--- config.mk ---
export PLATFORM = sky130hd
export DESIGN_NAME = color_gradient_lut_entry
export DESIGN_NICKNAME = d
export VERILOG_FILES = /design/src/hw/rtl/cgl_pkg.sv /design/src/hw/rtl/color_gradient_lut_entry.sv /design/src/hw/rtl/cgl_regs.sv /design/src/hw/rtl/cgl_div.sv
export SDC_FILE = /design/constraint.sdc
export NUM_CORES = 1
export LEC_CHECK = 0
export BUFFER_PORTS_ARGS = -buffer_cell sky130_fd_sc_hd__buf_2
export CAP_MARGIN = 15
export CORE_MARGIN = 2
export CORE_UTILIZATION = 47
export DETAILED_ROUTE_END_ITERATION = 12
export HOLD_SLACK_MARGIN = 0.1
export PLACE_DENSITY_LB_ADDON = 0.08
export SYNTH_ARGS = -nofsm -noshare
export SYNTH_HDL_FRONTEND = slang
export SYNTH_SLANG_ARGS = --single-unit
--- constraint.sdc ---
create_clock -name clk_i -period 12.5 [get_ports clk_i]
set_clock_uncertainty 0.2 [all_clocks]
set_input_delay 1.25 -clock clk_i [delete_from_list [all_inputs] [get_ports clk_i]]
set_output_delay 1.25 -clock clk_i [all_outputs]
set_load 0.03 [all_outputs]
--- src/hw/rtl/cgl_pkg.sv ---
`timescale 1ns / 1ps
`default_nettype none
// ----------------------------------------------------------------------------
// cgl_pkg: shared types and constants for the gradient table entry block
// Register map, stop layout, divider request/response and sequencer states.
// ----------------------------------------------------------------------------
package cgl_pkg;

  localparam int unsigned MAX_STOPS_DEF      = 4;
  localparam int unsigned MAX_TABLE_SIZE_DEF = 4096;

  localparam int unsigned NUM_STOP_REGS = 4;
  localparam int unsigned SIZE_REG_W    = 13;
  localparam int unsigned COUNT_W       = 3;
  localparam int unsigned INDEX_W       = 12;
  localparam int unsigned CHAN_W        = 8;
  localparam int unsigned FRAC_W        = 16;
  localparam int unsigned POS_W         = FRAC_W + 1;
  localparam int unsigned SIZE_W        = 17;
  localparam int unsigned DIV_W         = 17;
  localparam int unsigned DIV_STEPS     = FRAC_W + 1;
  localparam int unsigned ADDR_W        = 6;
  localparam int unsigned DATA_W        = 64;
  localparam int unsigned STOP_W        = POS_W + 3 * CHAN_W;

  localparam logic [POS_W-1:0] Q16_ONE = POS_W'(1) << FRAC_W;

  typedef struct packed {
    logic [POS_W-1:0]  pos;
    logic [CHAN_W-1:0] red;
    logic [CHAN_W-1:0] green;
    logic [CHAN_W-1:0] blue;
  } stop_t;

  typedef struct packed {
    logic [SIZE_REG_W-1:0]          table_size;
    logic [COUNT_W-1:0]             stop_count;
    stop_t [NUM_STOP_REGS-1:0]      stops;
  } cfg_t;

  typedef struct packed {
    logic             start;
    logic [DIV_W-1:0] dividend;
    logic [DIV_W-1:0] divisor;
  } div_req_t;

  typedef struct packed {
    logic             done;
    logic [DIV_W-1:0] quotient;
  } div_rsp_t;

  typedef enum logic [2:0] {
    REG_TABLE_SIZE = 3'd0,
    REG_STOP_COUNT = 3'd1,
    REG_STOP_ZERO  = 3'd2,
    REG_STOP_ONE   = 3'd3,
    REG_STOP_TWO   = 3'd4,
    REG_STOP_THREE = 3'd5
  } reg_addr_e;

  typedef enum logic [2:0] {
    ST_IDLE,
    ST_VDIV,
    ST_SEARCH,
    ST_MDIV,
    ST_MUL,
    ST_ADD,
    ST_PUSH
  } seq_state_e;

  localparam logic [SIZE_REG_W-1:0] TABLE_SIZE_RST = SIZE_REG_W'(256);
  localparam logic [COUNT_W-1:0]    STOP_COUNT_RST = COUNT_W'(2);
  localparam stop_t STOP_ZERO_RST  = STOP_W'(0);
  localparam stop_t STOP_ONE_RST   = 41'h100_00FF_FFFF;
  localparam stop_t STOP_TWO_RST   = STOP_W'(0);
  localparam stop_t STOP_THREE_RST = STOP_W'(0);

  function automatic logic [CHAN_W-1:0] stop_chan(input stop_t s, input logic [1:0] ch);
    logic [CHAN_W-1:0] c;
    case (ch)
      2'd0:    c = s.red;
      2'd1:    c = s.green;
      default: c = s.blue;
    endcase
    return c;
  endfunction

endpackage
`default_nettype wire

--- src/hw/rtl/color_gradient_lut_entry.sv ---
`timescale 1ns / 1ps
`default_nettype none
// ----------------------------------------------------------------------------
// color_gradient_lut_entry: RGB color of one gradient table entry
// Maps a table index to a Q16 position, walks the color stops and blends
// the two neighboring stops with a shared divider and multiplier.
// ----------------------------------------------------------------------------
//
//  Channel   Direction  Handshake                    Payload
//  --------  ---------  ---------------------------  --------------------------
//  request   in         in_valid_i / in_ready_o      entry_index_i
//  result    out        out_valid_o / out_ready_i    red_o, green_o, blue_o
//  config    in/out     psel, penable, pwrite/pready paddr, pwdata, prdata
//
//  Index 0 goes straight to the output step; a clamped entry runs the
//  position divide and the stop walk; a blended entry also runs the mix
//  divide and one multiply/add pair per channel, using the shared 17-step
//  divider twice (position, then mix factor).
//  Reset clears sequencer and output valid; no clearing pass is needed.
//  A held result does not block the next request: the sequencer only waits
//  in its final step until the output register is free.
//
module color_gradient_lut_entry
  import cgl_pkg::*;
#(
  parameter int unsigned MAX_STOPS      = MAX_STOPS_DEF,
  parameter int unsigned MAX_TABLE_SIZE = MAX_TABLE_SIZE_DEF
) (
  input  wire logic               clk_i,
  input  wire logic               rst_ni,
  input  wire logic               in_valid_i,
  output logic                    in_ready_o,
  input  wire logic [INDEX_W-1:0] entry_index_i,
  output logic                    out_valid_o,
  input  wire logic               out_ready_i,
  output logic      [CHAN_W-1:0]  red_o,
  output logic      [CHAN_W-1:0]  green_o,
  output logic      [CHAN_W-1:0]  blue_o,
  input  wire logic               psel,
  input  wire logic               penable,
  input  wire logic               pwrite,
  input  wire logic [ADDR_W-1:0]  paddr,
  input  wire logic [DATA_W-1:0]  pwdata,
  output logic      [DATA_W-1:0]  prdata,
  output logic                    pready
);

  localparam logic [SIZE_W-1:0]  MAX_SIZE  = SIZE_W'(MAX_TABLE_SIZE);
  localparam logic [COUNT_W-1:0] MAX_COUNT = COUNT_W'(MAX_STOPS);

  cfg_t     cfg;
  div_req_t div_req;
  div_rsp_t div_rsp;

  seq_state_e state_q, state_d;

  logic [POS_W-1:0]          v_q, v_d;
  logic [COUNT_W-1:0]        k_q, k_d;
  stop_t                     lo_q, lo_d, hi_q, hi_d;
  logic [FRAC_W-1:0]         mix_q, mix_d;
  logic [1:0]                ch_q, ch_d;
  logic signed [25:0]        prod_q, prod_d;
  logic [2:0][CHAN_W-1:0]    res_q, res_d;
  logic [2:0][CHAN_W-1:0]    out_q, out_d;
  logic                      out_valid_q, out_valid_d;

  logic [SIZE_W-1:0]  size_eff;
  logic [SIZE_W-1:0]  idx_eff;
  logic [COUNT_W-1:0] count_eff;

  cgl_regs u_regs (
    .clk_i   (clk_i),
    .rst_ni  (rst_ni),
    .psel    (psel),
    .penable (penable),
    .pwrite  (pwrite),
    .paddr   (paddr),
    .pwdata  (pwdata),
    .prdata  (prdata),
    .pready  (pready),
    .cfg_o   (cfg)
  );

  cgl_div u_div (
    .clk_i  (clk_i),
    .rst_ni (rst_ni),
    .req_i  (div_req),
    .rsp_o  (div_rsp)
  );

  // Clamp table size, entry index and stop count into their usable ranges.
  always_comb begin
    size_eff = SIZE_W'(cfg.table_size);
    if (size_eff > MAX_SIZE) begin
      size_eff = MAX_SIZE;
    end
    if (size_eff < SIZE_W'(3)) begin
      size_eff = SIZE_W'(3);
    end
    idx_eff = SIZE_W'(entry_index_i);
    if (idx_eff >= size_eff) begin
      idx_eff = size_eff - SIZE_W'(1);
    end
    count_eff = cfg.stop_count;
    if (count_eff == '0) begin
      count_eff = COUNT_W'(1);
    end
    if (count_eff > MAX_COUNT) begin
      count_eff = MAX_COUNT;
    end
  end

  // Sequencer: position divide, stop walk, mix divide, three blend steps.
  always_comb begin
    stop_t             cur;
    logic signed [8:0] diff;
    logic signed [9:0] sum;

    state_d     = state_q;
    v_d         = v_q;
    k_d         = k_q;
    lo_d        = lo_q;
    hi_d        = hi_q;
    mix_d       = mix_q;
    ch_d        = ch_q;
    prod_d      = prod_q;
    res_d       = res_q;
    out_d       = out_q;
    out_valid_d = out_valid_q;
    div_req     = '0;

    cur  = cfg.stops[k_q[1:0]];
    diff = $signed({1'b0, stop_chan(hi_q, ch_q)}) - $signed({1'b0, stop_chan(lo_q, ch_q)});
    sum  = $signed({2'b00, stop_chan(lo_q, ch_q)}) + $signed(prod_q[25:16]);

    // Drop the held result once the consumer takes it.
    if (out_valid_q && out_ready_i) begin
      out_valid_d = 1'b0;
    end

    case (state_q)
      ST_IDLE: begin
        if (in_valid_i) begin
          if (idx_eff == '0) begin
            res_d   = '0;
            state_d = ST_PUSH;
          end else begin
            div_req.start    = 1'b1;
            div_req.dividend = DIV_W'(idx_eff - SIZE_W'(1));
            div_req.divisor  = DIV_W'(size_eff - SIZE_W'(2));
            state_d          = ST_VDIV;
          end
        end
      end
      ST_VDIV: begin
        if (div_rsp.done) begin
          v_d     = div_rsp.quotient;
          k_d     = '0;
          state_d = ST_SEARCH;
        end
      end
      ST_SEARCH: begin
        if (k_q == count_eff) begin
          // Past the last stop: hold the last stop's color.
          res_d   = {lo_q.blue, lo_q.green, lo_q.red};
          state_d = ST_PUSH;
        end else if (cur.pos > v_q) begin
          if (k_q == '0) begin
            res_d   = {cur.blue, cur.green, cur.red};
            state_d = ST_PUSH;
          end else begin
            hi_d             = cur;
            div_req.start    = 1'b1;
            div_req.dividend = v_q - lo_q.pos;
            div_req.divisor  = cur.pos - lo_q.pos;
            state_d          = ST_MDIV;
          end
        end else begin
          lo_d = cur;
          k_d  = k_q + COUNT_W'(1);
        end
      end
      ST_MDIV: begin
        if (div_rsp.done) begin
          mix_d   = div_rsp.quotient[FRAC_W-1:0];
          ch_d    = '0;
          state_d = ST_MUL;
        end
      end
      ST_MUL: begin
        prod_d  = $signed({1'b0, mix_q}) * diff;
        state_d = ST_ADD;
      end
      ST_ADD: begin
        res_d[ch_q] = sum[CHAN_W-1:0];
        if (ch_q == 2'd2) begin
          state_d = ST_PUSH;
        end else begin
          ch_d    = ch_q + 2'd1;
          state_d = ST_MUL;
        end
      end
      ST_PUSH: begin
        // Advance only when the output register is free or being emptied.
        if (!out_valid_q || out_ready_i) begin
          out_d       = res_q;
          out_valid_d = 1'b1;
          state_d     = ST_IDLE;
        end
      end
      default: state_d = ST_IDLE;
    endcase
  end

  always_ff @(posedge clk_i or negedge rst_ni) begin
    if (!rst_ni) begin
      state_q     <= ST_IDLE;
      out_valid_q <= 1'b0;
    end else begin
      state_q     <= state_d;
      out_valid_q <= out_valid_d;
    end
  end

  always_ff @(posedge clk_i) begin
    v_q    <= v_d;
    k_q    <= k_d;
    lo_q   <= lo_d;
    hi_q   <= hi_d;
    mix_q  <= mix_d;
    ch_q   <= ch_d;
    prod_q <= prod_d;
    res_q  <= res_d;
    out_q  <= out_d;
  end

  assign in_ready_o  = (state_q == ST_IDLE);
  assign out_valid_o = out_valid_q;
  assign red_o       = out_q[0];
  assign green_o     = out_q[1];
  assign blue_o      = out_q[2];

  // An accepted request always leaves the idle state.
  a_accept_leaves_idle: assert property (@(posedge clk_i) disable iff (!rst_ni)
    in_valid_i && in_ready_o |=> state_q != ST_IDLE)
    else $error("sequencer stayed idle after accepting a request");

  // The divider only finishes while the sequencer waits on it.
  a_done_expected: assert property (@(posedge clk_i) disable iff (!rst_ni)
    div_rsp.done |-> (state_q == ST_VDIV || state_q == ST_MDIV))
    else $error("divider finished outside a divide step");

  // Table position never passes 1.0.
  a_pos_range: assert property (@(posedge clk_i) disable iff (!rst_ni)
    state_q == ST_VDIV && div_rsp.done |-> div_rsp.quotient <= Q16_ONE)
    else $error("table position above 1.0");

  // Mix factor stays strictly below 1.0.
  a_mix_range: assert property (@(posedge clk_i) disable iff (!rst_ni)
    state_q == ST_MDIV && div_rsp.done |-> !div_rsp.quotient[FRAC_W])
    else $error("mix factor reached 1.0");

endmodule
`default_nettype wire

--- src/hw/rtl/cgl_regs.sv ---
`timescale 1ns / 1ps
`default_nettype none
// ----------------------------------------------------------------------------
// cgl_regs: configuration register file
// APB-style write/read of table size, stop count and four color stops.
// ----------------------------------------------------------------------------
module cgl_regs
  import cgl_pkg::*;
(
  input  wire logic              clk_i,
  input  wire logic              rst_ni,
  input  wire logic              psel,
  input  wire logic              penable,
  input  wire logic              pwrite,
  input  wire logic [ADDR_W-1:0] paddr,
  input  wire logic [DATA_W-1:0] pwdata,
  output logic      [DATA_W-1:0] prdata,
  output logic                   pready,
  output cfg_t                   cfg_o
);

  cfg_t      cfg_q;
  reg_addr_e addr;
  logic      wr_en;

  assign addr   = reg_addr_e'(paddr[ADDR_W-1:3]);
  assign wr_en  = psel && penable && pwrite;
  assign pready = 1'b1;
  assign cfg_o  = cfg_q;

  always_ff @(posedge clk_i or negedge rst_ni) begin
    if (!rst_ni) begin
      cfg_q.table_size <= TABLE_SIZE_RST;
      cfg_q.stop_count <= STOP_COUNT_RST;
      cfg_q.stops[0]   <= STOP_ZERO_RST;
      cfg_q.stops[1]   <= STOP_ONE_RST;
      cfg_q.stops[2]   <= STOP_TWO_RST;
      cfg_q.stops[3]   <= STOP_THREE_RST;
    end else if (wr_en) begin
      case (addr)
        REG_TABLE_SIZE: cfg_q.table_size <= pwdata[SIZE_REG_W-1:0];
        REG_STOP_COUNT: cfg_q.stop_count <= pwdata[COUNT_W-1:0];
        REG_STOP_ZERO:  cfg_q.stops[0]   <= pwdata[STOP_W-1:0];
        REG_STOP_ONE:   cfg_q.stops[1]   <= pwdata[STOP_W-1:0];
        REG_STOP_TWO:   cfg_q.stops[2]   <= pwdata[STOP_W-1:0];
        REG_STOP_THREE: cfg_q.stops[3]   <= pwdata[STOP_W-1:0];
        default: ;
      endcase
    end
  end

  always_comb begin
    case (addr)
      REG_TABLE_SIZE: prdata = DATA_W'(cfg_q.table_size);
      REG_STOP_COUNT: prdata = DATA_W'(cfg_q.stop_count);
      REG_STOP_ZERO:  prdata = DATA_W'(cfg_q.stops[0]);
      REG_STOP_ONE:   prdata = DATA_W'(cfg_q.stops[1]);
      REG_STOP_TWO:   prdata = DATA_W'(cfg_q.stops[2]);
      REG_STOP_THREE: prdata = DATA_W'(cfg_q.stops[3]);
      default:        prdata = '0;
    endcase
  end

endmodule
`default_nettype wire

--- src/hw/rtl/cgl_div.sv ---
`timescale 1ns / 1ps
`default_nettype none
// ----------------------------------------------------------------------------
// cgl_div: shared restoring divider for Q16 fractions
// Computes floor(dividend * 65536 / divisor), one quotient bit per cycle.
// Dividend must not exceed the divisor.
// ----------------------------------------------------------------------------
module cgl_div
  import cgl_pkg::*;
(
  input  wire logic     clk_i,
  input  wire logic     rst_ni,
  input  wire div_req_t req_i,
  output div_rsp_t      rsp_o
);

  localparam int unsigned CNT_W = $clog2(DIV_STEPS);

  logic             busy_q;
  logic             done_q;
  logic [CNT_W-1:0] cnt_q;
  logic [DIV_W:0]   rem_q;
  logic [DIV_W-1:0] den_q;
  logic [DIV_W-1:0] quo_q;
  logic [DIV_W:0]   trial;
  logic [DIV_W:0]   rem_d;
  logic             qbit;

  // First step checks the integer bit without a shift.
  always_comb begin
    trial = (cnt_q == '0) ? rem_q : {rem_q[DIV_W-1:0], 1'b0};
    qbit  = (trial >= {1'b0, den_q});
    rem_d = qbit ? (trial - {1'b0, den_q}) : trial;
  end

  always_ff @(posedge clk_i or negedge rst_ni) begin
    if (!rst_ni) begin
      busy_q <= 1'b0;
      done_q <= 1'b0;
      cnt_q  <= '0;
    end else begin
      done_q <= 1'b0;
      if (req_i.start) begin
        busy_q <= 1'b1;
        cnt_q  <= '0;
      end else if (busy_q) begin
        cnt_q <= cnt_q + CNT_W'(1);
        if (cnt_q == CNT_W'(DIV_STEPS - 1)) begin
          busy_q <= 1'b0;
          done_q <= 1'b1;
        end
      end
    end
  end

  always_ff @(posedge clk_i) begin
    if (req_i.start) begin
      rem_q <= {1'b0, req_i.dividend};
      den_q <= req_i.divisor;
      quo_q <= '0;
    end else if (busy_q) begin
      rem_q <= rem_d;
      quo_q <= {quo_q[DIV_W-2:0], qbit};
    end
  end

  assign rsp_o.done     = done_q;
  assign rsp_o.quotient = quo_q;

endmodule
`default_nettype wire
Word-level counts from Yosys, hierarchy flattened
Index checks and enable logic that the tools add are counted.
{"block": "classes", "n_mux": 57, "addsub": 11, "order_cmp": 9, "n_eq_ne": 25, "n_bitwise": 3, "n_mul": 1, "reduce_logical": 32}
{"cell": "$pmux W41 S6", "count": 1}
{"cell": "$mux W35", "count": 5}
{"cell": "$mux W24", "count": 5}
{"cell": "$bmux W41 S2", "count": 1}
{"cell": "$pmux W24 S3", "count": 1}
{"cell": "$pmux W35 S2", "count": 1}
{"cell": "$mux W17", "count": 3}
{"cell": "$mux W41", "count": 1}
{"cell": "$mux W3", "count": 13}
{"cell": "$mux W18", "count": 2}
{"cell": "$sub A17 B1 Y17 const B", "count": 2}
{"cell": "$sub A17 B17 Y17", "count": 2}
{"cell": "$pmux W8 S2", "count": 2}
{"cell": "$mux W13", "count": 2}
{"cell": "$bwmux W24", "count": 1}
{"cell": "$mul A17 B9 Y24", "count": 1}
{"cell": "$pmux W3 S7", "count": 1}
{"cell": "$ge A18 B17 Y1", "count": 1}
{"cell": "$reduce_and A2 Y1", "count": 9}
{"cell": "$sub A18 B17 Y18", "count": 1}
{"cell": "$ge A12 B17 Y1", "count": 1}
{"cell": "$gt A17 B17 Y1", "count": 1}
{"cell": "$logic_not A17 Y1", "count": 1}
{"cell": "$lt A17 B2 Y1 const B", "count": 1}
{"cell": "other kinds (39)", "count": 79}
{"block": "totals", "out_inout_bits": 91, "ff_bits": 418, "input_bits": 89, "word_cells": 183}

Logic depth before layout (Yosys ltp)
Gate-level depths: netlist of the first run.
{"block": "depth", "depth_word": 11, "mapped_depth": 36, "mapped_depth_nobuf": 34}

Hierarchy
Synthesis of the first run repeated with hierarchy kept, for this count alone.
{"block": "hier_totals", "hier_cells": 2397, "area_unflattened_um2": 27134.8}
{"module": "color_gradient_lut_entry", "cells_per_inst": 1467, "seq_area_each_um2": 4874.7, "instances": 1, "area_each_um2": 15421.0}
{"module": "cgl_regs", "cells_per_inst": 581, "seq_area_each_um2": 4538.1, "instances": 1, "area_each_um2": 8199.1}
{"module": "cgl_div", "cells_per_inst": 349, "seq_area_each_um2": 1556.5, "instances": 1, "area_each_um2": 3514.6}

Worst setup path after synthesis of the first run
OpenSTA, ideal clock, no wires.
{"block": "synth_path", "kind": "reg2reg", "start": "register k_q[0]", "end": "register res_q[0] (netlist name) (enable)", "path_slack_ps": 2141, "n_path_buf": 3, "synth_period_minus_slack_ps": 10359, "stages_incl_launch_ff": 12, "t_arrival_ps": 9297, "path_cell_list": "edfxtp_1 -> clkbuf_1 -> buf_1 -> buf_1 -> mux4_2 -> ha_1 -> a41oi_1 -> o21ai_0 -> a221o_1 -> or3_1 -> a211oi_1 -> a2111oi_0"}
{"block": "synth_between", "elab_chain_len": 5, "elab_cells_between_ends": 8, "cone_classes": "order compare (1); eq/ne (3); mux (2); reduce/logical (2)"}
{"item": "start, declared", "line": "color_gradient_lut_entry.sv:58", "text": "logic [COUNT_W-1:0] k_q, k_d;"}
{"item": "start signal, assigned", "line": "color_gradient_lut_entry.sv:227", "text": "k_q <= k_d;"}
{"item": "$bmux W41 S2", "line": "color_gradient_lut_entry.sv:132", "text": "cur = cfg.stops[k_q[1:0]];"}
{"item": "$mux W41 (not written as such)", "line": "color_gradient_lut_entry.sv:132"}
{"item": "$gt A17 B17 Y1", "line": "color_gradient_lut_entry.sv:167", "text": "end else if (cur.pos > v_q) begin"}
{"item": "$ne A3 B3 Y1 (no line)"}
{"item": "$reduce_and A5 Y1 (no line) (*)"}
{"item": "end signal, assigned", "line": "color_gradient_lut_entry.sv:233", "text": "res_q <= res_d;"}
{"item": "end, declared", "line": "color_gradient_lut_entry.sv:63", "text": "logic [2:0][CHAN_W-1:0] res_q, res_d;"}
Every way passes the cells marked *; elsewhere a longest branch is shown, timed or not. The select of a mux whose other input is x is not followed.
A chain may end at the register's enable or synchronous reset.

Final worst setup path of the first run
{"block": "layout_path", "start": "register ch_q[0]", "end": "register prod_q[23], data pin"}
{"block": "layout_between", "elab_chain_len": 4, "elab_cells_between_ends": 6, "cone_classes": "add/sub (1); mul (1); eq/ne (1); mux (2); reduce/logical (1)"}
{"item": "start, declared", "line": "color_gradient_lut_entry.sv:61", "text": "logic [1:0] ch_q, ch_d;"}
{"item": "start signal, assigned", "line": "color_gradient_lut_entry.sv:231", "text": "ch_q <= ch_d;"}
{"item": "$eq A2 B1 Y1 / $logic_not A2 Y1 (equally long branches)", "line": "cgl_pkg.sv:80", "text": "case (ch)"}
{"item": "$pmux W8 S2", "line": "cgl_pkg.sv:80"}
{"item": "$sub A8 B8 Y9 (*)", "line": "color_gradient_lut_entry.sv:133", "text": "diff = $signed({1'b0, stop_chan(hi_q, ch_q)}) - $signed({1'b0, stop_chan(lo_q, ch_q)});"}
{"item": "$mul A17 B9 Y24 (*)", "line": "color_gradient_lut_entry.sv:191", "text": "prod_d = $signed({1'b0, mix_q}) * diff;"}
{"item": "end signal, assigned", "line": "color_gradient_lut_entry.sv:232", "text": "prod_q <= prod_d;"}
{"item": "end, declared", "line": "color_gradient_lut_entry.sv:62", "text": "logic signed [25:0] prod_q, prod_d;"}
Every way passes the cells marked *; elsewhere a longest branch is shown, timed or not.

==> results.cfg, run 1 <==
[run_status]
status = finished clean

[clocking]
clkLatencyLatePin_ps = 610
cts_tree = done
cts-resized-gates = 0
hold_buffers = 0
htree_levels = 2
numCtsBuffers = 45
cts_setup_buffers = 0
cts.clk_slew.worst_paths_ps = 60
clockRootBuffer = clkbuf_16
clock_path_buffers = 3
cts.sink_count = 402

[synthesis]
syn_inst = 2366
seq_area_frac_synth_pct = 40.7
synth_most_common_cell = mux2_2
yosysWarnings = 0
async_flop_share_pct = 47.5
ys_top_cells_by_count = mux2_2, edfxtp_1, inv_1, dfrtp_1, ha_1
netlist-cell-type-count = 78
synth_largest_area_cell = edfxtp_1
synth.cell_area_sq_um = 26900
synth.avg_cell_area_sq_um = 11.4
ys.flop_type = edfxtp_1
synth_edf_count = 193
synth_top_area_share_pct = 21.5
synth-seq-cells = 402
synth_area_leaders = edfxtp_1, dfrtp_1, mux2_2

[timing]
setup_viol = 0
drv_slew = 0
clock.fmax_mhz = 109
period_minus_slack_ps = 9200
tightestPinTransition_ps = 1030
rsz0062_at_grt = no
period_share_pct = 73.6
hold_violations = 0
max_slew_margin_pct = 31.3
tns_ps = 0

[min_path]
hold_class = flip-flop to flip-flop

[flow_run]
maxCapViolCount = 0

[die]
initial_utilization_pct = 47.7
die_area_sq_um = 59200
coreArea_sq_um = 56500
io-pin-count = 180
die_x_um = 243
die_h_um = 243
rows = 87

[drt]
drt-initial-drc-count = 1285
first_pass_iters = 5
drcViolationCount = 0
route.vias.total = 18400
wl_um = 69400
wl_per_cell_um = 21.3
viasPerCell = 5.67
drtAntennaViolNets = 0

[setup_path]
rr_endpoint = prod_q[23]
cp_slowest_cell = fa_1
cp-end-kind = flip-flop
r2r_setup_slack_ps = 3300
crit-reg2reg-launch = ch_q[0]
crit_required_ps = 12640
crit_fanout = 26
crit_start = ch_q[0]
critPathArrivalTime_ps = 9340
worstSetupPathType = flip-flop to flip-flop
crit_path_end = prod_q[23]
worstRegToRegCells = 35
startpoint_type = flip-flop
slowest_delay_ps = 550

[placed_design]
dp_hpwl_um = 50800
port_buffers = 129
gp_congestion = 0.872

[finish]
layout-drive-gt1-share_pct = 22.3
area_delta_synth_final_pct = 11.1
nets = 2808
n_fill_cell = 4952

[grt]
grt_util_all_layers_pct = 23.6
antenna_found_initial = 7
grt_max_degree = 122
grt_pass1_wl_um = 110000
grt_overflow_total = 0
grt_pass1_vias = 19000
[worst min path at each step]
stage	start	endpoint	slack (ps)	depth (start not counted)
finish	u_div.quo_q[16]	v_q[16]	230	0
global route	u_div.quo_q[16]	v_q[16]	230	0
CTS	u_div.quo_q[16]	v_q[16]	230	0
detailed placement	u_div.quo_q[16]	v_q[16]	220	0
global placement	u_div.quo_q[16]	v_q[16]	220	0
floorplan	u_div.quo_q[16]	v_q[16]	210	0
[through the flow]
| stage | setup WS, ps | cell area [sq um] | hold WS [ps] | utilization, % | cells |
|---|---|---|---|---|---|
| final | 3300 | 29900 | 230 | 53.0 | 3251 |
| after global routing | 2540 | 29900 | 234 | 53.0 | 3250 |
| after CTS | 3200 | 29900 | 230 | 52.9 | 3248 |
| after detailed placement | 3230 | 28300 | 216 | 50.1 | 3165 |
| after global placement | 3270 | 28300 | 216 | 50.1 | 3165 |
| after floorplan | 2140 | 27000 | 208 | - | 2388 |
[cell type report]
cell class | instances | area (sq um) | area share [%]
diodes | 1 | 2.50 | 0.00836
clock buffers | 66 | 1350 | 4.50
multi-input cells | 1648 | 14700 | 49.2
inverters | 195 | 732 | 2.45
flip-flops and latches | 402 | 11000 | 36.7
repair buffers | 166 | 962 | 3.22
clock inverters | 17 | 240 | 0.803
well taps | 756 | 946 | 3.16
[flip-flops by register name, summed over array words and instances (netlist names)]
register / count
u_regs.cfg_o: 180
lo_q: 41
hi_q: 24
res_q: 24
u_div.rem_q: 18
u_div.den_q: 17
u_div.quo_q: 17
v_q: 17
mix_q: 16
blue_o: 8
green_o: 8
prod_q: 8
red_o: 8
u_div.cnt_q: 5
k_q: 3
state_q: 3
ch_q: 2
out_valid_o: 1
u_div.busy_q: 1
u_div.done_q: 1
[cell families after synthesis]
family,share of synthesized area (%)
flops,40.7
xor+xnor,2.54
mux,17.4
buf+inv,5.21
simple gates,9.22
other cells,0.0279
fa+ha+maj,15.0
compound gates,9.90
[layer usage]
layer	GRT usage (%)	vias up	wire length, um
met4	5.77	10	1520
met1	32.6	9213	31500
met3	4.77	109	3920
li1	-	8678	-
met2	38.1	434	32400
met5	0	-	63
[worst max-delay path, delay by kind of cell (launching register included)]
family / cells / cell delay (ps)
fa+ha+maj: 8 / 3260
compound gates: 13 / 2980
buf+inv: 8 / 1050
simple gates: 4 / 800
flops: 1 / 380
xor+xnor: 2 / 230
[cell usage in the layout, fill, tap and decap left out, types with 51 or more instances in the layout]
cell type	netlist	routed
mux2_2	203	203
inv_1	193	193
edfxtp_1	193	193
dfrtp_1	164	164
ha_1	158	158
nand2_1	153	153
mux2i_1	144	144
buf_2	8	127
nor2_1	106	104
fa_1	103	103
a21oi_1	70	69
o22ai_1	67	67
and2_1	51	51
Power of run 1 is left out: the tool's default activity adds up to more than one toggle a clock period on the data nets, which glitch-free logic cannot reach.
==> run 2, diff against run 1 <==
- clock period: 12.5 -> 8.5 ns (I/O delays scaled with it)
==> run 2 against run 1 <==
Against the previous run:
- die area unchanged
- highest routed layer unchanged
- global-route usage down 0.13 points
- clock-buffer cell count down 2
- sequential cell count unchanged
==> results.cfg, run 2 (synthesized netlist as in run 1, its figures left out) <==
[setup_path]
crit_required_ps = 8650
worstRegToRegCells = 36
cp_slowest_cell = fa_1
worstSetupPathType = flip-flop to flip-flop
critPathArrivalTime_ps = 8280
startpoint_type = flip-flop
crit-reg2reg-launch = ch_q[0]
r2r_setup_slack_ps = 370
crit_fanout = 8
rr_endpoint = prod_q[23]
cp-end-kind = flip-flop
slowest_delay_ps = 550

[drt]
first_pass_iters = 5
route.vias.total = 18600
wl_per_cell_um = 21.2
drtAntennaViolNets = 0
drt-initial-drc-count = 1145
viasPerCell = 5.69
drcViolationCount = 0
wl_um = 69400

[clocking]
clockRootBuffer = clkbuf_16
numCtsBuffers = 45
cts.clk_slew.worst_paths_ps = 60
cts.sink_count = 402
clkLatencyLatePin_ps = 600
htree_levels = 2
clock_path_buffers = 3
cts_tree = done
hold_buffers = 0

[finish]
final_cell_mix = mux2_2, inv_1, edfxtp_1, dfrtp_1, ha_1
nets = 2828
final_common_cell = mux2_2
layout-drive-gt1-share_pct = 23.3
final_util_pct = 53.1
area_delta_synth_final_pct = 11.5
largest_reg_flops = 180
n_antenna_cell = 0

[die]
io-pin-count = 180
initial_utilization_pct = 47.7
die_x_um = 243
coreArea_sq_um = 56500
die_area_sq_um = 59200
rows = 87
die_h_um = 243

[timing]
period_share_pct = 95.7
period_minus_slack_ps = 8130
setup_viol = 0
max_slew_margin_pct = 22.9
clock.fmax_mhz = 123
drv_slew = 0
tightestPinTransition_ps = 1150
hold_violations = 0

[grt]
grt_pass1_wl_um = 109000
antenna_found_initial = 6
grt_pass1_vias = 19000
grt_max_degree = 128
grt_overflow_total = 0
grt_util_all_layers_pct = 23.5

[run_status]
status = finished clean

[flow_run]
maxCapViolCount = 0

[placed_design]
dp_hpwl_um = 51300
port_buffers = 129
gp_congestion = 0.904

[min_path]
hold_class = input pin to async pin
-- run 2: changes by cell type in the layout (fill, tap and decap cells not counted), sizes merged --
cell / before / now
buf: 165 / 185
bufinv: 4 / 2
clkinv: 7 / 12
diode: 1 / 0
clkinvlp: 0 / 3
clkbuf: 67 / 65
inv: 201 / 198
-- run 2: per-layer routing --
| metal | part of all wire, % | global-route usage (%) | up-vias |
|---|---|---|---|
| li1 | - | - | 8723 |
| met1 | 46 | 32.9 | 9338 |
| met2 | 47 | 38.2 | 438 |
| met3 | 5.0 | 4.00 | 106 |
| met4 | 1.9 | 5.45 | 12 |
| met5 | 0.098 | 0 | - |
-- run 2: metrics by stage --
stage | instances | instance area, sq um | hold slack, ps | setup slack (ps) | TNS (ps)
after floorplan | 2388 | 27000 | 208 | 15.7 | 0
after global placement | 3186 | 28400 | 220 | 80.1 | 0
after detailed placement | 3186 | 28400 | 228 | 33.4 | 0
after CTS | 3270 | 29900 | 234 | 18.1 | 0
after global routing | 3271 | 30000 | 247 | -18.1 | -18.1
final | 3271 | 30000 | 188 | 367 | 0
-- run 2: final cells by class --
class	count	area, sq um
clock buffer	64	1260
clock inverter	20	231
fill	4926	26500
inverter	195	732
multi-input combinational	1648	14800
sequential	402	11000
tap	756	946
timing repair buffer	186	1100
-- run 2: worst max-delay path: cells and delay by family (launching register included) --
kind,cells,cell delay [ps]
XOR/XNOR,2,310
AND/OR/NAND/NOR,4,600
adder cells (fa/ha/maj),8,3330
flip-flops,1,410
AO/OA/AOI/OAI,13,2070
buffers and inverters,9,920
-- run 2: how the worst max path moves through the flow --
stage / start / to / slack, ps / cells past startpoint
final: ch_q[0] / prod_q[23] / 370 / 36
after global routing: ch_q[0] / prod_q[23] / -20 / 36
after CTS: ch_q[0] / prod_q[23] / 20 / 35
after detailed placement: ch_q[0] / prod_q[23] / 30 / 35
after global placement: ch_q[0] / prod_q[23] / 80 / 35
after floorplan: u_regs.cfg_o[170] / res_q[0] / 20 / 21
-- run 2: repair_timing --
| item | in CTS | in global routing |
|---|---|---|
| setup endpoints to repair | 0 | 4 |
| resized for setup | 0 | 21 |
| buffers inserted | 0 | 1 |
Power of run 2 is left out for the same reason.
==> run 3, diff against run 2 <==
- ABC_CLOCK_PERIOD_IN_PS: unset -> 8500
- SYNTH_HIERARCHICAL: unset -> 1
==> run 3 against run 2 <==
Against the previous run:
- die area is 0.72% higher
- synthesized area is 0.73% higher
- setup slack better by 27 ps
- clock-buffer cell count is 4 lower
- core utilization is 0.51 points lower
- critical endpoint unchanged
==> results.cfg, run 3 <==
[timing]
hold_violations = 0
max_slew_margin_pct = 27.1
period_share_pct = 95.4
drv_slew = 0
clock.fmax_mhz = 123
tightestPinTransition_ps = 1090
setup_viol = 0
rsz0062_at_grt = no
period_minus_slack_ps = 8110
tns_ps = 0

[synthesis]
ys.flop_type = edfxtp_1
synth.cell_area_sq_um = 27100
synth_area_leaders = edfxtp_1, dfrtp_1, fa_1
synth_top_area_share_pct = 21.4
synth-seq-cells = 402
synth_most_common_cell = inv_1
synth.avg_cell_area_sq_um = 11.3
synth-adder-area-share_pct = 14.9
ys_top_cells_by_count = inv_1, edfxtp_1, mux2_2, dfrtp_1, nand2_1
yosys.area_share.simple_pct = 9.73
synth_top_family_by_area = multiplexers
seq_area_frac_synth_pct = 40.4
synth_xor_area_share_pct = 2.78
synth_compound_area_share_pct = 9.53
synth_largest_area_cell = edfxtp_1
netlist-cell-type-count = 87
synthMuxAreaShare_pct = 17.2
yosysWarnings = 6
syn_inst = 2397
synth_edf_count = 193
async_flop_share_pct = 47.5

[placed_design]
port_buffers = 129
gp_congestion = 0.890
dp_cells = 3214
place_area_sq_um = 28600
dp_hpwl_um = 51500

[clocking]
clkLatencyLatePin_ps = 580
clockRootBuffer = clkbuf_16
cts_tree = done
cts.clk_slew.worst_paths_ps = 60
clock_path_buffers = 3
cts.sink_count = 402
htree_levels = 2
numCtsBuffers = 44
hold_buffers = 0

[drt]
viasPerCell = 5.71
drtAntennaViolNets = 0
drcViolationCount = 0
first_pass_iters = 5
drt-initial-drc-count = 1056
route.vias.total = 18900
wl_um = 70600
wl_per_cell_um = 21.4

[setup_path]
cp_top_family = adder cells
critPathArrivalTime_ps = 8220
cp-end-kind = flip-flop
crit_fanout = 13
worstSetupPathType = flip-flop to flip-flop
startpoint_type = flip-flop
slowest_delay_ps = 560
crit_required_ps = 8620
cp_slowest_cell = fa_1
cp_num_buf_inv = 9

[grt]
grtUsageMet3_pct = 4.12
grt_pass1_vias = 19300
met1_usage_pct = 32.5
top_usage_layer = met2
antenna_found_initial = 9
grt_max_degree = 119
grtUsageMet2_pct = 39.1
grt_overflow_total = 0
grt_util_all_layers_pct = 23.7
grt_pass1_wl_um = 110000

[die]
coreArea_sq_um = 57400
io-pin-count = 180
die_x_um = 244
initial_utilization_pct = 47.3
die_h_um = 244
die_area_sq_um = 59700
rows = 88

[finish]
largest_reg_flops = 180
area_delta_synth_final_pct = 11.3
n_fill_cell = 5027
fin_cells = 3305
final_common_cell = inv_1
final_cell_mix = inv_1, edfxtp_1, mux2_2, dfrtp_1, nand2_1
fin_area_sq_um = 30200
final_util_pct = 52.6
nets = 2854
layout-drive-gt1-share_pct = 21.4

[flow_run]
maxCapViolCount = 0

[min_path]
hold_class = input pin to async pin

[run_status]
status = finished clean
[run 3: worst reg2reg max path, delay by kind of cell (launching register included)]
kind	cells	cell delay, ps
AOI/OAI and AO/OA	12	2370
and+or+nand+nor	2	150
DFF	1	370
xor gates and xnor gates	1	90
buffers and inverters	9	1010
adders and majority gates	9	3690
[run 3: layout make-up]
| cell class | count | area (sq um) | share of cell area, % |
|---|---|---|---|
| Inverter | 197 | 739 | 2.45 |
| Timing Repair Buffer | 182 | 1120 | 3.72 |
| Tap cell | 765 | 957 | 3.17 |
| Sequential cell | 402 | 11000 | 36.3 |
| Clock buffer | 60 | 1250 | 4.15 |
| Clock inverter | 22 | 193 | 0.638 |
| Multi-Input combinational cell | 1676 | 15000 | 49.5 |
| Antenna cell | 1 | 2.50 | 0.00829 |
[run 3: kinds of logic (layout without fill, tap and decap cells)]
logic type / after synthesis / in the layout
adders and majority gates: 262 / 262
xor gates and xnor gates: 86 / 86
DFF: 402 / 402
and+or+nand+nor: 537 / 537
muxes: 389 / 389
other: 2 / 25
AOI/OAI and AO/OA: 378 / 378
buffers and inverters: 341 / 461
[run 3: worst paths after layout]
kind | start | to | slack (ps) | cells past startpoint
worst max-delay path | ch_q[0] | prod_q[23] | 390 | 33
worst min-delay path | rst_ni | u_regs/cfg_o[19] | 200 | 1
worst max register to register | ch_q[0] | prod_q[23] | 390 | 33
worst min register to register | u_div/quo_q[16] | v_q[16] | 240 | 0
max in group asynchronous | rst_ni | u_regs/cfg_o[120] | 6320 | 2
min in group clk_i | u_div/quo_q[16] | v_q[16] | 240 | 0
[run 3: stage by stage]
stage               setup WS (ps)  hold WS (ps)
finish                        394           203
global route                 7.06           249
CTS                          25.9           236
detailed placement           73.1           220
global placement              175           214
floorplan                     123           208
[run 3: routing by layer]
layer / up-vias / wire length (um)
met1: 9554 / 32000
met3: 107 / 3210
li1: 8798 / -
met4: 12 / 1480
met2: 389 / 33800
met5: - / 77
[run 3: repair_timing]
| action | CTS | global route |
|---|---|---|
| gates resized for setup | 0 | 20 |
| endpoints found under the hold margin | 0 | 0 |
| endpoints found under the setup margin | 0 | 4 |
| setup buffers | 0 | 4 |
Power of run 3 is left out for the same reason.
